--- config.mk ---
export PLATFORM = sky130hd
export DESIGN_NAME = multi_encoder_quadrature_scanner
export DESIGN_NICKNAME = d
export VERILOG_FILES = /design/src/sv/mequad_pkg.sv /design/src/sv/multi_encoder_quadrature_scanner.sv /design/src/sv/mequad_front.sv /design/src/sv/mequad_queue.sv /design/src/sv/mequad_back.sv
export SDC_FILE = /design/constraint.sdc
export NUM_CORES = 1
export LEC_CHECK = 0
export CAP_MARGIN = 20
export CORE_MARGIN = 1.5
export CORE_UTILIZATION = 43
export DETAILED_ROUTE_END_ITERATION = 6
export DONT_BUFFER_PORTS = 1
export SLEW_MARGIN = 20
export SYNTH_ARGS = -nofsm -noshare
export SYNTH_HDL_FRONTEND = slang
export SYNTH_SLANG_ARGS = --single-unit
export TNS_END_PERCENT = 10
--- constraint.sdc ---
create_clock -name clk -period 15.29 [get_ports clk]
set_clock_uncertainty 0.2 [all_clocks]
set_input_delay 0.7645 -clock clk [delete_from_list [all_inputs] [get_ports clk]]
set_output_delay 0.7645 -clock clk [all_outputs]
set_load 0.005 [all_outputs]
--- src/sv/mequad_pkg.sv ---
package mequad_pkg;

    localparam int ENCODER_COUNT = 16;
    localparam int COUNT_BITS    = 8;
    localparam int SLOT_COUNT    = 16;
    localparam int FIFO_DEPTH    = 4;
    localparam int FIFO_PTR_BITS = $clog2(FIFO_DEPTH);

    localparam logic [3:0] NIBBLE_MASK = 4'hF;

    // nibble slot (position * 2 + half) to encoder number
    localparam logic [3:0] ENC_MAP [SLOT_COUNT] = '{
        4'd14, 4'd15, 4'd10, 4'd11, 4'd6, 4'd7, 4'd2, 4'd3,
        4'd12, 4'd13, 4'd8,  4'd9,  4'd4, 4'd5, 4'd0, 4'd1
    };

    typedef struct packed {
        logic [7:0] raw_byte;
        logic [2:0] byte_position;
    } item_t;

    typedef struct packed {
        logic [3:0] encoder_number;
        logic [1:0] button_level;
        logic       button_event;
        logic       rotation_event;
        logic [7:0] rotation_count;
        logic       last_of_run;
    } result_t;

    // count action of one nibble; STEP_BOTH is down then up, net zero
    typedef enum logic [1:0] {
        STEP_NONE,
        STEP_UP,
        STEP_DOWN,
        STEP_BOTH
    } step_t;

    typedef struct packed {
        logic       hit;
        logic       button_event;
        logic [1:0] button_level;
        step_t      step;
    } half_op_t;

    typedef struct packed {
        logic [2:0]     byte_position;
        half_op_t [1:0] halves;
    } work_t;

endpackage

--- src/sv/multi_encoder_quadrature_scanner.sv ---
// Each accepted byte with a reporting nibble is queued; the back end registers
// one result per reporting nibble; a second follows once the first is taken.
// Throughput: one byte per cycle into a four-entry queue while it is not full;
// the back end sends one result per cycle unless result_stall holds it.
// Reset (rst_n low, asynchronous): stored nibbles, counts and queue clear to zero.
module multi_encoder_quadrature_scanner
    import mequad_pkg::*;
#(
    parameter int COUNT_BITS_P = COUNT_BITS
)
(
    input  logic    clk,
    input  logic    rst_n,
    input  logic    item_valid,
    output logic    item_stall,
    input  item_t   item,
    output logic    result_valid,
    input  logic    result_stall,
    output result_t result
);

    logic  q_full;
    logic  q_empty;
    logic  q_push;
    logic  q_pop;
    work_t q_in;
    work_t q_out;

    mequad_front u_front (
        .clk        (clk),
        .rst_n      (rst_n),
        .item_valid (item_valid),
        .item_stall (item_stall),
        .item       (item),
        .q_full     (q_full),
        .q_push     (q_push),
        .q_data     (q_in)
    );

    mequad_queue u_queue (
        .clk       (clk),
        .rst_n     (rst_n),
        .push      (q_push),
        .push_data (q_in),
        .full      (q_full),
        .pop       (q_pop),
        .pop_data  (q_out),
        .empty     (q_empty)
    );

    mequad_back #(
        .COUNT_BITS_P (COUNT_BITS_P)
    ) u_back (
        .clk          (clk),
        .rst_n        (rst_n),
        .q_empty      (q_empty),
        .q_data       (q_out),
        .q_pop        (q_pop),
        .result_valid (result_valid),
        .result_stall (result_stall),
        .result       (result)
    );

    // every result reports some change
    assert property (@(posedge clk) disable iff (!rst_n)
        result_valid |-> (result.button_event || result.rotation_event))
        else $error("result without any event");

    // first of a pair is the low nibble; its partner follows at once
    assert property (@(posedge clk) disable iff (!rst_n)
        (result_valid && !result_stall && !result.last_of_run) |=>
            (result_valid && result.last_of_run &&
             result.encoder_number == 4'($past(result.encoder_number) + 4'd1)))
        else $error("second result of a byte missing or misordered");

    // a full queue stays full until an entry is popped
    assert property (@(posedge clk) disable iff (!rst_n)
        (q_full && !q_pop) |=> q_full)
        else $error("queue lost an entry while full");

endmodule

--- src/sv/mequad_front.sv ---
module mequad_front
    import mequad_pkg::*;
(
    input  logic  clk,
    input  logic  rst_n,
    input  logic  item_valid,
    output logic  item_stall,
    input  item_t item,
    input  logic  q_full,
    output logic  q_push,
    output work_t q_data
);

    // last byte seen at each frame position, i.e. last nibble of each slot
    logic [7:0] last_reg [8];

    logic     accept;
    logic [7:0] old_byte;
    half_op_t op0;
    half_op_t op1;

    function automatic half_op_t classify(input logic [3:0] old_nib,
                                          input logic [3:0] new_nib,
                                          input logic [3:0] slot);
        half_op_t   r;
        logic [3:0] o;
        logic [3:0] n;
        logic       enc_ok;
        logic       edge_a;
        logic       edge_b;
        logic       both_hi;
        o       = old_nib & NIBBLE_MASK;
        n       = new_nib & NIBBLE_MASK;
        enc_ok  = (32'(ENC_MAP[slot]) < ENCODER_COUNT);
        edge_a  = n[1] != o[1];
        edge_b  = n[0] != o[0];
        both_hi = n[1] & n[0];
        r.button_level = n[3:2];
        r.button_event = n[3:2] != o[3:2];
        // A edge into A=B=1 steps down, B edge into A=B=1 steps up, both at once is STEP_BOTH
        if (both_hi && edge_a && edge_b)
            r.step = STEP_BOTH;
        else if (both_hi && edge_a)
            r.step = STEP_DOWN;
        else if (both_hi && edge_b)
            r.step = STEP_UP;
        else
            r.step = STEP_NONE;
        r.hit = (o != n) && enc_ok && (r.button_event || (r.step != STEP_NONE));
        return r;
    endfunction

    assign item_stall = q_full;
    assign accept     = item_valid && !q_full;
    assign old_byte   = last_reg[item.byte_position];

    assign op0 = classify(old_byte[3:0], item.raw_byte[3:0], {item.byte_position, 1'b0});
    assign op1 = classify(old_byte[7:4], item.raw_byte[7:4], {item.byte_position, 1'b1});

    assign q_push = accept && (op0.hit || op1.hit);
    assign q_data = work_t'{byte_position: item.byte_position, halves: {op1, op0}};

    always_ff @(posedge clk or negedge rst_n)
    begin
        if (!rst_n)
        begin
            for (int i = 0; i < 8; i++)
            begin
                last_reg[i] <= '0;
            end
        end
        else if (accept)
        begin
            last_reg[item.byte_position] <= item.raw_byte;
        end
    end

endmodule

--- src/sv/mequad_queue.sv ---
module mequad_queue
    import mequad_pkg::*;
(
    input  logic  clk,
    input  logic  rst_n,
    input  logic  push,
    input  work_t push_data,
    output logic  full,
    input  logic  pop,
    output work_t pop_data,
    output logic  empty
);

    work_t                    mem_reg [FIFO_DEPTH];
    logic [FIFO_PTR_BITS-1:0] wr_ptr_reg;
    logic [FIFO_PTR_BITS-1:0] rd_ptr_reg;
    logic [FIFO_PTR_BITS:0]   count_reg;
    logic [FIFO_PTR_BITS:0]   count_next;
    logic                     do_push;
    logic                     do_pop;

    assign full     = count_reg == (FIFO_PTR_BITS+1)'(FIFO_DEPTH);
    assign empty    = count_reg == '0;
    assign do_push  = push && !full;
    assign do_pop   = pop && !empty;
    assign pop_data = mem_reg[rd_ptr_reg];

    always_comb
    begin
        count_next = count_reg;
        if (do_push && !do_pop)
            count_next = count_reg + 1'b1;
        else if (do_pop && !do_push)
            count_next = count_reg - 1'b1;
    end

    always_ff @(posedge clk or negedge rst_n)
    begin
        if (!rst_n)
        begin
            wr_ptr_reg <= '0;
            rd_ptr_reg <= '0;
            count_reg  <= '0;
        end
        else
        begin
            if (do_push)
                wr_ptr_reg <= wr_ptr_reg + 1'b1;
            if (do_pop)
                rd_ptr_reg <= rd_ptr_reg + 1'b1;
            count_reg <= count_next;
        end
    end

    always_ff @(posedge clk)
    begin
        if (do_push)
            mem_reg[wr_ptr_reg] <= push_data;
    end

endmodule

--- src/sv/mequad_back.sv ---
module mequad_back
    import mequad_pkg::*;
#(
    parameter int COUNT_BITS_P = COUNT_BITS
)
(
    input  logic    clk,
    input  logic    rst_n,
    input  logic    q_empty,
    input  work_t   q_data,
    output logic    q_pop,
    output logic    result_valid,
    input  logic    result_stall,
    output result_t result
);

    logic [COUNT_BITS_P-1:0] count_reg [SLOT_COUNT];
    logic [COUNT_BITS_P-1:0] count_now;
    logic [COUNT_BITS_P-1:0] count_next;
    logic                    half_reg;
    logic                    half_next;
    logic                    result_valid_reg;
    result_t                 result_reg;
    result_t                 result_next;

    logic       adv;
    logic       sel;
    logic       more;
    logic [3:0] slot;
    half_op_t   op;

    // low half first unless it has no result or was already sent
    assign sel  = half_reg || !q_data.halves[0].hit;
    assign op   = q_data.halves[sel];
    assign slot = {q_data.byte_position, sel};
    assign more = !sel && q_data.halves[1].hit;
    assign adv  = !q_empty && (!result_valid_reg || !result_stall);

    assign q_pop     = adv && !more;
    assign half_next = more;
    assign count_now = count_reg[slot];

    always_comb
    begin
        case (op.step)
            STEP_UP:   count_next = count_now + 1'b1;
            STEP_DOWN: count_next = count_now - 1'b1;
            default:   count_next = count_now;
        endcase
    end

    always_comb
    begin
        result_next.encoder_number = ENC_MAP[slot];
        result_next.button_level   = op.button_level;
        result_next.button_event   = op.button_event;
        result_next.rotation_event = op.step != STEP_NONE;
        result_next.rotation_count = 8'(count_next);
        result_next.last_of_run    = !more;
    end

    always_ff @(posedge clk or negedge rst_n)
    begin
        if (!rst_n)
        begin
            for (int i = 0; i < SLOT_COUNT; i++)
            begin
                count_reg[i] <= '0;
            end
            half_reg         <= 1'b0;
            result_valid_reg <= 1'b0;
        end
        else if (adv)
        begin
            count_reg[slot]  <= count_next;
            half_reg         <= half_next;
            result_valid_reg <= 1'b1;
        end
        else if (!result_stall)
        begin
            result_valid_reg <= 1'b0;
        end
    end

    always_ff @(posedge clk)
    begin
        if (adv)
            result_reg <= result_next;
    end

    assign result_valid = result_valid_reg;
    assign result       = result_reg;

endmodule

After elaboration in Yosys (flattened, before gate mapping)
Memory sizes are Yosys's and may differ from the RTL's. A register that Yosys moved wholly into a read port is not among the register bits. Index checks and enable logic that the tools add are counted.

Logic and storage cells: 128. Memories kept: 2. Bits in registers: 214. Input bits: 15. Output and inout bits: 19. ROM bits: 64. Bits in writable memories: 60.

Memory list: (no name shown) (words 16, bits a word 4, rd ports 1, clocked after Yosys merged registers in 1, write ports 0, RTL line mequad_back.sv:54) `result_next.encoder_number = ENC_MAP[slot];`; u_queue.mem_reg (words 4, bits a word 15, rd ports 1, clocked after Yosys merged registers in 0, write ports 1, RTL line mequad_queue.sv:14) `work_t mem_reg [FIFO_DEPTH];`.

Multiplexer cells: 27. Bitwise operators: 4. Equality and inequality tests: 12. Order comparisons: 5. Reduce and logical (&&, ||, !) cells: 38. $add $sub $neg: 6.

Operator list (count): 128-bit bitwise mux (1); 64-bit bitwise mux (1); 8-bit two-way mux (6); 8-bit binary-select mux with 4-bit select (1); 8-bit demux with 4-bit select (1); 8-bit binary-select mux with 3-bit select (1); 8-bit demux with 3-bit select (1); 1-bit logical AND (19); 8-bit case mux with 2 select lines (1); 5-bit two-way mux (2); 1-bit zero test (9); 8-bit by 1-bit adder with 8-bit output (second input constant) (1); 2-bit two-way mux (4); 4-bit inequality test (2); 2-bit nonzero test (4); 8-bit by 1-bit subtractor with 8-bit output (second input constant) (1); 1-bit two-way mux (6); 3-bit two-way mux (2); 5-bit greater-or-equal comparator (second input constant) (1); 1-bit logical OR (5); 5-bit by 1-bit less-than comparator with 1-bit output (second input constant) (1); 4-bit NOT with 5-bit output (1); 2-bit by 1-bit adder with 2-bit output (second input constant) (2); 4-bit greater-or-equal comparator (second input constant) (1); 13 further kinds (18).

Longest topological paths before layout
Word-level depth: 19. Gate-level depth with buffers: 21. Mapped depth without buffers: 16.

By module
Synthesis repeated with hierarchy kept, for this count alone.

Cell total of the unflattened synthesis: 941. Area, all modules: 12816.0 um2.

By module, submodules not included: mequad_back (sequential area each 3763.6 um2, times used 1, area an instance 6901.6 um2, cells an instance 582); mequad_front (sequential area each 1601.5 um2, times used 1, area an instance 3279.4 um2, cells an instance 245); mequad_queue (sequential area each 1976.9 um2, times used 1, area an instance 2635.0 um2, cells an instance 114).

Least setup slack after synthesis
Ideal clock, no wire load.

Path type: register to register. From: reg u_queue.rd_ptr_reg[0]. To: reg u_back.result_reg, in the netlist u_back.result[7], data pin. Data required time: 14835 ps. Arrival time: 4361 ps. Path slack: 10473 ps. Cell stages (with the launch flop): 20. Path buffers: 5. Cell sequence: dfrtp_1 buf_6 or2_2 o22ai_1 inv_1 buf_2 buf_1 buf_1 mux4_2 mux2_2 ha_1 fa_1 a21o_1 a21oi_1 o21bai_1 a21oi_1 xnor2_1 mux2i_1 buf_2 inv_1.

Cells in the longest elaborated chain, start to end: 9. Elaborated cells between the ends (all ways): 14. Classes of those cells: add/sub: 2; eq/ne: 2; mux: 6; bitwise: 1; reduce/logical: 2; memory: 1.

Ends and longest elaborated chain: start: declaration (RTL line mequad_queue.sv:16) `logic [FIFO_PTR_BITS-1:0] rd_ptr_reg;`; start signal: assignment (RTL line mequad_queue.sv:50) `rd_ptr_reg <= rd_ptr_reg + 1'b1;`; memory read 4 x 15 bit *; 1-bit zero test * (RTL line mequad_back.sv:33) `assign sel = half_reg || !q_data.halves[0].hit;`; 1-bit logical OR * (RTL line mequad_back.sv:33); named net u_back.sel (RTL line mequad_back.sv:27) `logic sel;`; 4-bit NOT with 5-bit output (implied by the code) (RTL line mequad_back.sv:41) `assign count_now = count_reg[slot];`; 8-bit binary-select mux with 4-bit select (RTL line mequad_back.sv:41); 8-bit two-way mux (implied by the code) (2 in a row) (RTL line mequad_back.sv:41); 8-bit by 1-bit subtractor with 8-bit output / 8-bit by 1-bit adder with 8-bit output (equally long branches) (RTL line mequad_back.sv:47, mequad_back.sv:46); 8-bit case mux with 2 select lines * (RTL line mequad_back.sv:45) `case (op.step)`; named net u_back.count_next[6] (RTL line mequad_back.sv:19) `logic [COUNT_BITS_P-1:0] count_next;`; end signal: assignment (RTL line mequad_back.sv:88) `result_reg <= result_next;`; end: declaration (RTL line mequad_back.sv:23) `result_t result_reg;`.

Mark *: on every way through the listed nets, which the timed path passes. The rest lies on a longest branch. The select of a mux whose other input is x is not followed. A chain may end at the register's enable or synchronous reset.

Worst setup path in the final report
From: reg u_queue.rd_ptr_reg[1]. To: reg u_back.count_reg[7] (netlist name).

Cells in the longest elaborated chain, start to end: 10. Elaborated cells between the ends (all ways): 20. Classes of those cells: add/sub: 2; order compare: 2; eq/ne: 2; mux: 9; bitwise: 1; reduce/logical: 3; memory: 1.

Ends and longest elaborated chain: memory read 4 x 15 bit *; 1-bit zero test (RTL line mequad_back.sv:33); 1-bit logical OR (RTL line mequad_back.sv:33); 4-bit NOT with 5-bit output (implied by the code) (RTL line mequad_back.sv:41, mequad_back.sv:75); 8-bit binary-select mux with 4-bit select (RTL line mequad_back.sv:41); 8-bit two-way mux (implied by the code) (2 in a row) (RTL line mequad_back.sv:41); 8-bit by 1-bit subtractor with 8-bit output / 8-bit by 1-bit adder with 8-bit output (equally long branches) (RTL line mequad_back.sv:47, mequad_back.sv:46); 8-bit case mux with 2 select lines (RTL line mequad_back.sv:45); 128-bit bitwise mux * (RTL line mequad_back.sv:75) `count_reg[slot] <= count_next;`; end signal: indexed assignment (RTL line mequad_back.sv:75); end: declaration (RTL line mequad_back.sv:17) `logic [COUNT_BITS_P-1:0] count_reg [SLOT_COUNT];`.

Every way passes the cells marked *; elsewhere a longest branch is shown, timed or not. The select of a mux whose other input is x is not followed.

==> results.json <==
{
  "insertion_delay_ps": 560,
  "place.detailed.hpwl_um": 17140,
  "critical_path_class": "reg -> reg",
  "fmax_mhz": 162.5,
  "antenna_found_initial": 0,
  "synth_fa_ha_area_share_pct": 1.599,
  "start_util_pct": 43.92,
  "n_antenna_cell": 0,
  "ff_latch_area_mm2": 0.007342,
  "synthMuxAreaShare_pct": 16.14,
  "cts_max_level": 1,
  "clock_sinks": 278,
  "cts_resized": 0,
  "cp-end-kind": "register",
  "path_clk_slew_ps": 60,
  "syn_nets": 1087,
  "max_stage_delay_ps": 750,
  "synth_cells": 1057,
  "slowest_stage": "dfrtp_1",
  "largest_register_ffs": 128,
  "synth-simple-area-share_pct": 10.87,
  "grt_usage_pct": 19.17,
  "drcViolationCount": 0,
  "root_buffer": "clkbuf_16",
  "wire_per_inst_um": 19.55,
  "die_w_um": 174.7,
  "min_period_over_period_pct": 40.24,
  "dieArea_mm2": 0.03051,
  "grt_pass1_vias": 7919,
  "wl_met2_um": 12720,
  "grt_max_degree": 202,
  "tritoncts": "done",
  "pre_cts_ws_ps": 9134,
  "synth_area_mm2": 0.01267,
  "ys_dominant_reg_cell": "dfrtp_1",
  "worstPathRequired_ps": 15570,
  "hp-start": "item[9]",
  "ctsHoldBuffers": 1,
  "path_max_fanout": 39,
  "drv_slew": 0,
  "routed.top_layer": "met4",
  "met3_length_um": 1201,
  "ys_ff_latch": 278,
  "rows": 62,
  "syn_to_final_growth_pct": 10.54,
  "gr-total-overflow": 0,
  "final_layout_size_suffix_gt1_share_pct": 20.53,
  "vias": 7943,
  "grt_pass1_wl_um": 46110,
  "worst_pin_slew_ps": 1070,
  "synth_enable_flop_cells": 77,
  "hold_viol_final": 0,
  "cp_data_arrival_time_ps": 6430,
  "setup_viol_count_final": 0,
  "nNetsFinal": 1068,
  "worstHoldPathType": "in -> reg",
  "rsz0062_at_grt": "false",
  "tritoncts.num_buffers": 30,
  "critPathLaunchType": "register",
  "min_period_ps": 6153,
  "yosysUniqueCellTypes": 59,
  "multiInputGateArea_mm2": 0.004937,
  "coreArea_mm2": 0.02886,
  "layout_setup_ws_ps": 9137,
  "via_per_inst": 5.493,
  "ioPinCount": 34,
  "gp_routability_congestion": 0.8176,
  "yosysWarnings": 0,
  "seq_area_frac_synth_pct": 57.93,
  "drtIter0Drc": 639,
  "synth_compound_area_share_pct": 9.083,
  "drt-met1-wl_um": 13620,
  "syn_area_per_cell_um2": 11.99,
  "port_buffers": 0,
  "crit_chain": "mux2i_1 > o22ai_4 > buf_4 > inv_1 > buf_4 > mux4_2 > mux2_2 > ha_1 > ha_1 > inv_1 > o21bai_1 > a21o_1 > a2111oi_0 > nand2_1 > o2111ai_1 > nor3_4 > mux2_2",
  "clockBufferDepth": 3,
  "final.setup.tns_ps": 0,
  "fillers": 2566,
  "crit_path_start": "u_queue.rd_ptr_reg[1]",
  "die_h_um": 174.7,
  "routed_wl_um": 28280,
  "synth_top_family_by_area": "multiplexers",
  "synth_xor_area_share_pct": 1.037,
  "ant_nets": 0,
  "postCtsSetupBuffers": 0,
  "slew_headroom_pct": 28.42,
  "drt_pass1_iterations": 5,
  "reg2reg_from": "u_queue.rd_ptr_reg[1]",
  "async_flop_share_pct": 72.30,
  "status": "complete, no violations",
  "maxCapViolations": 0
}
==> worst paths after layout <==
| kind | cells past startpoint | slack, ps | to |
|---|---|---|---|
| max in group asynchronous | 3 | 13390 | u_front.last_reg[56] |
| max | 17 | 9140 | u_back.count_reg[7] |
| min | 0 | 100 | u_queue.mem_reg[2][8] |
| min reg2reg | 2 | 270 | u_back.count_reg[72] |
| max reg2reg | 17 | 9140 | u_back.count_reg[7] |
| min in group asynchronous | 2 | 560 | u_queue.rd_ptr_reg[0] |
==> synthesized netlist by cell type, types with 4 or more instances <==
master / n / area [um2]
mux4_2: 23 / 518.0
nor3_1: 9 / 45.04
a22oi_1: 5 / 37.54
inv_1: 17 / 63.81
a211oi_1: 7 / 52.55
buf_6: 6 / 67.56
mux2i_1: 27 / 270.3
nand2_1: 174 / 653.1
clkbuf_1: 39 / 146.4
nor2_1: 61 / 229.0
nor2b_1: 10 / 62.56
buf_1: 5 / 18.77
ha_1: 13 / 162.7
a21oi_1: 47 / 235.2
xnor2_1: 10 / 87.58
o21ai_1: 18 / 90.09
a31oi_1: 9 / 56.30
nand2b_1: 4 / 25.02
mux2_2: 107 / 1205
and3_1: 10 / 62.56
o21ai_0: 41 / 205.2
a311oi_1: 19 / 166.4
buf_2: 19 / 95.09
and2_1: 9 / 56.30
edfxtp_1: 77 / 2312
a21oi_2: 8 / 70.07
nand3_1: 31 / 155.2
xor2_1: 5 / 43.79
dfrtp_1: 201 / 5030
==> cells by family after synthesis <==
| family | after synthesis |
|---|---|
| adder cells (fa/ha/maj) | 15 |
| flip-flops | 278 |
| buffers and inverters | 91 |
| multiplexers | 159 |
| XOR/XNOR | 15 |
| AO/OA/AOI/OAI | 180 |
| AND/OR/NAND/NOR | 319 |
==> per-layer routing <==
layer,vias to the layer above,track usage (%)
met5,-,0
met4,0,5.698
met3,51,3.024
met2,150,28.94
met1,4015,28.55
li1,3727,-
==> worst max-delay path: cells and delay by family, from the launching register on <==
| family | cells | cell delay [ps] |
|---|---|---|
| simple gates | 2 | 810 |
| buf+inv | 4 | 1450 |
| flops | 1 | 750 |
| mux | 4 | 1300 |
| fa+ha+maj | 2 | 820 |
| compound gates | 5 | 710 |
==> through the flow <==
stage / cells / hold slack, ps / area (um2) / util [%]
2_1_floorplan: 1057 / 241.6 / 12670 / -
3_3_place_gp: 1387 / 255.2 / 12960 / 44.92
3_5_place_dp: 1387 / 266.8 / 12960 / 44.92
4_1_cts: 1444 / 76.85 / 13970 / 48.42
5_1_grt: 1446 / 78.07 / 14010 / 48.55
6_report: 1446 / 97.69 / 14010 / 48.55
==> cell usage in the layout, fill, tap and decap left out, types with 19 or more instances in the layout <==
cell type	Yosys	layout
a21oi_1	47	47
a311oi_1	19	19
clkbuf_16	0	31
dfrtp_1	201	201
edfxtp_1	77	77
mux2_2	107	107
mux2i_1	27	27
mux4_2	23	23
nand2_1	174	174
nand3_1	31	31
nor2_1	61	61
o21ai_0	41	41
==> area by class of cell <==
| type | count | area share [%] |
|---|---|---|
| Clock buffer | 52 | 6.814 |
| Clock inverter | 4 | 0.1965 |
| Inverter | 20 | 0.5359 |
| Multi-Input combinational cell | 688 | 35.24 |
| Sequential cell | 278 | 52.41 |
| Tap cell | 384 | 3.429 |
| Timing Repair Buffer | 20 | 1.375 |
Power is left out: the tool's default activity adds up to more than one toggle a clock period on the data nets, which glitch-free logic cannot reach.
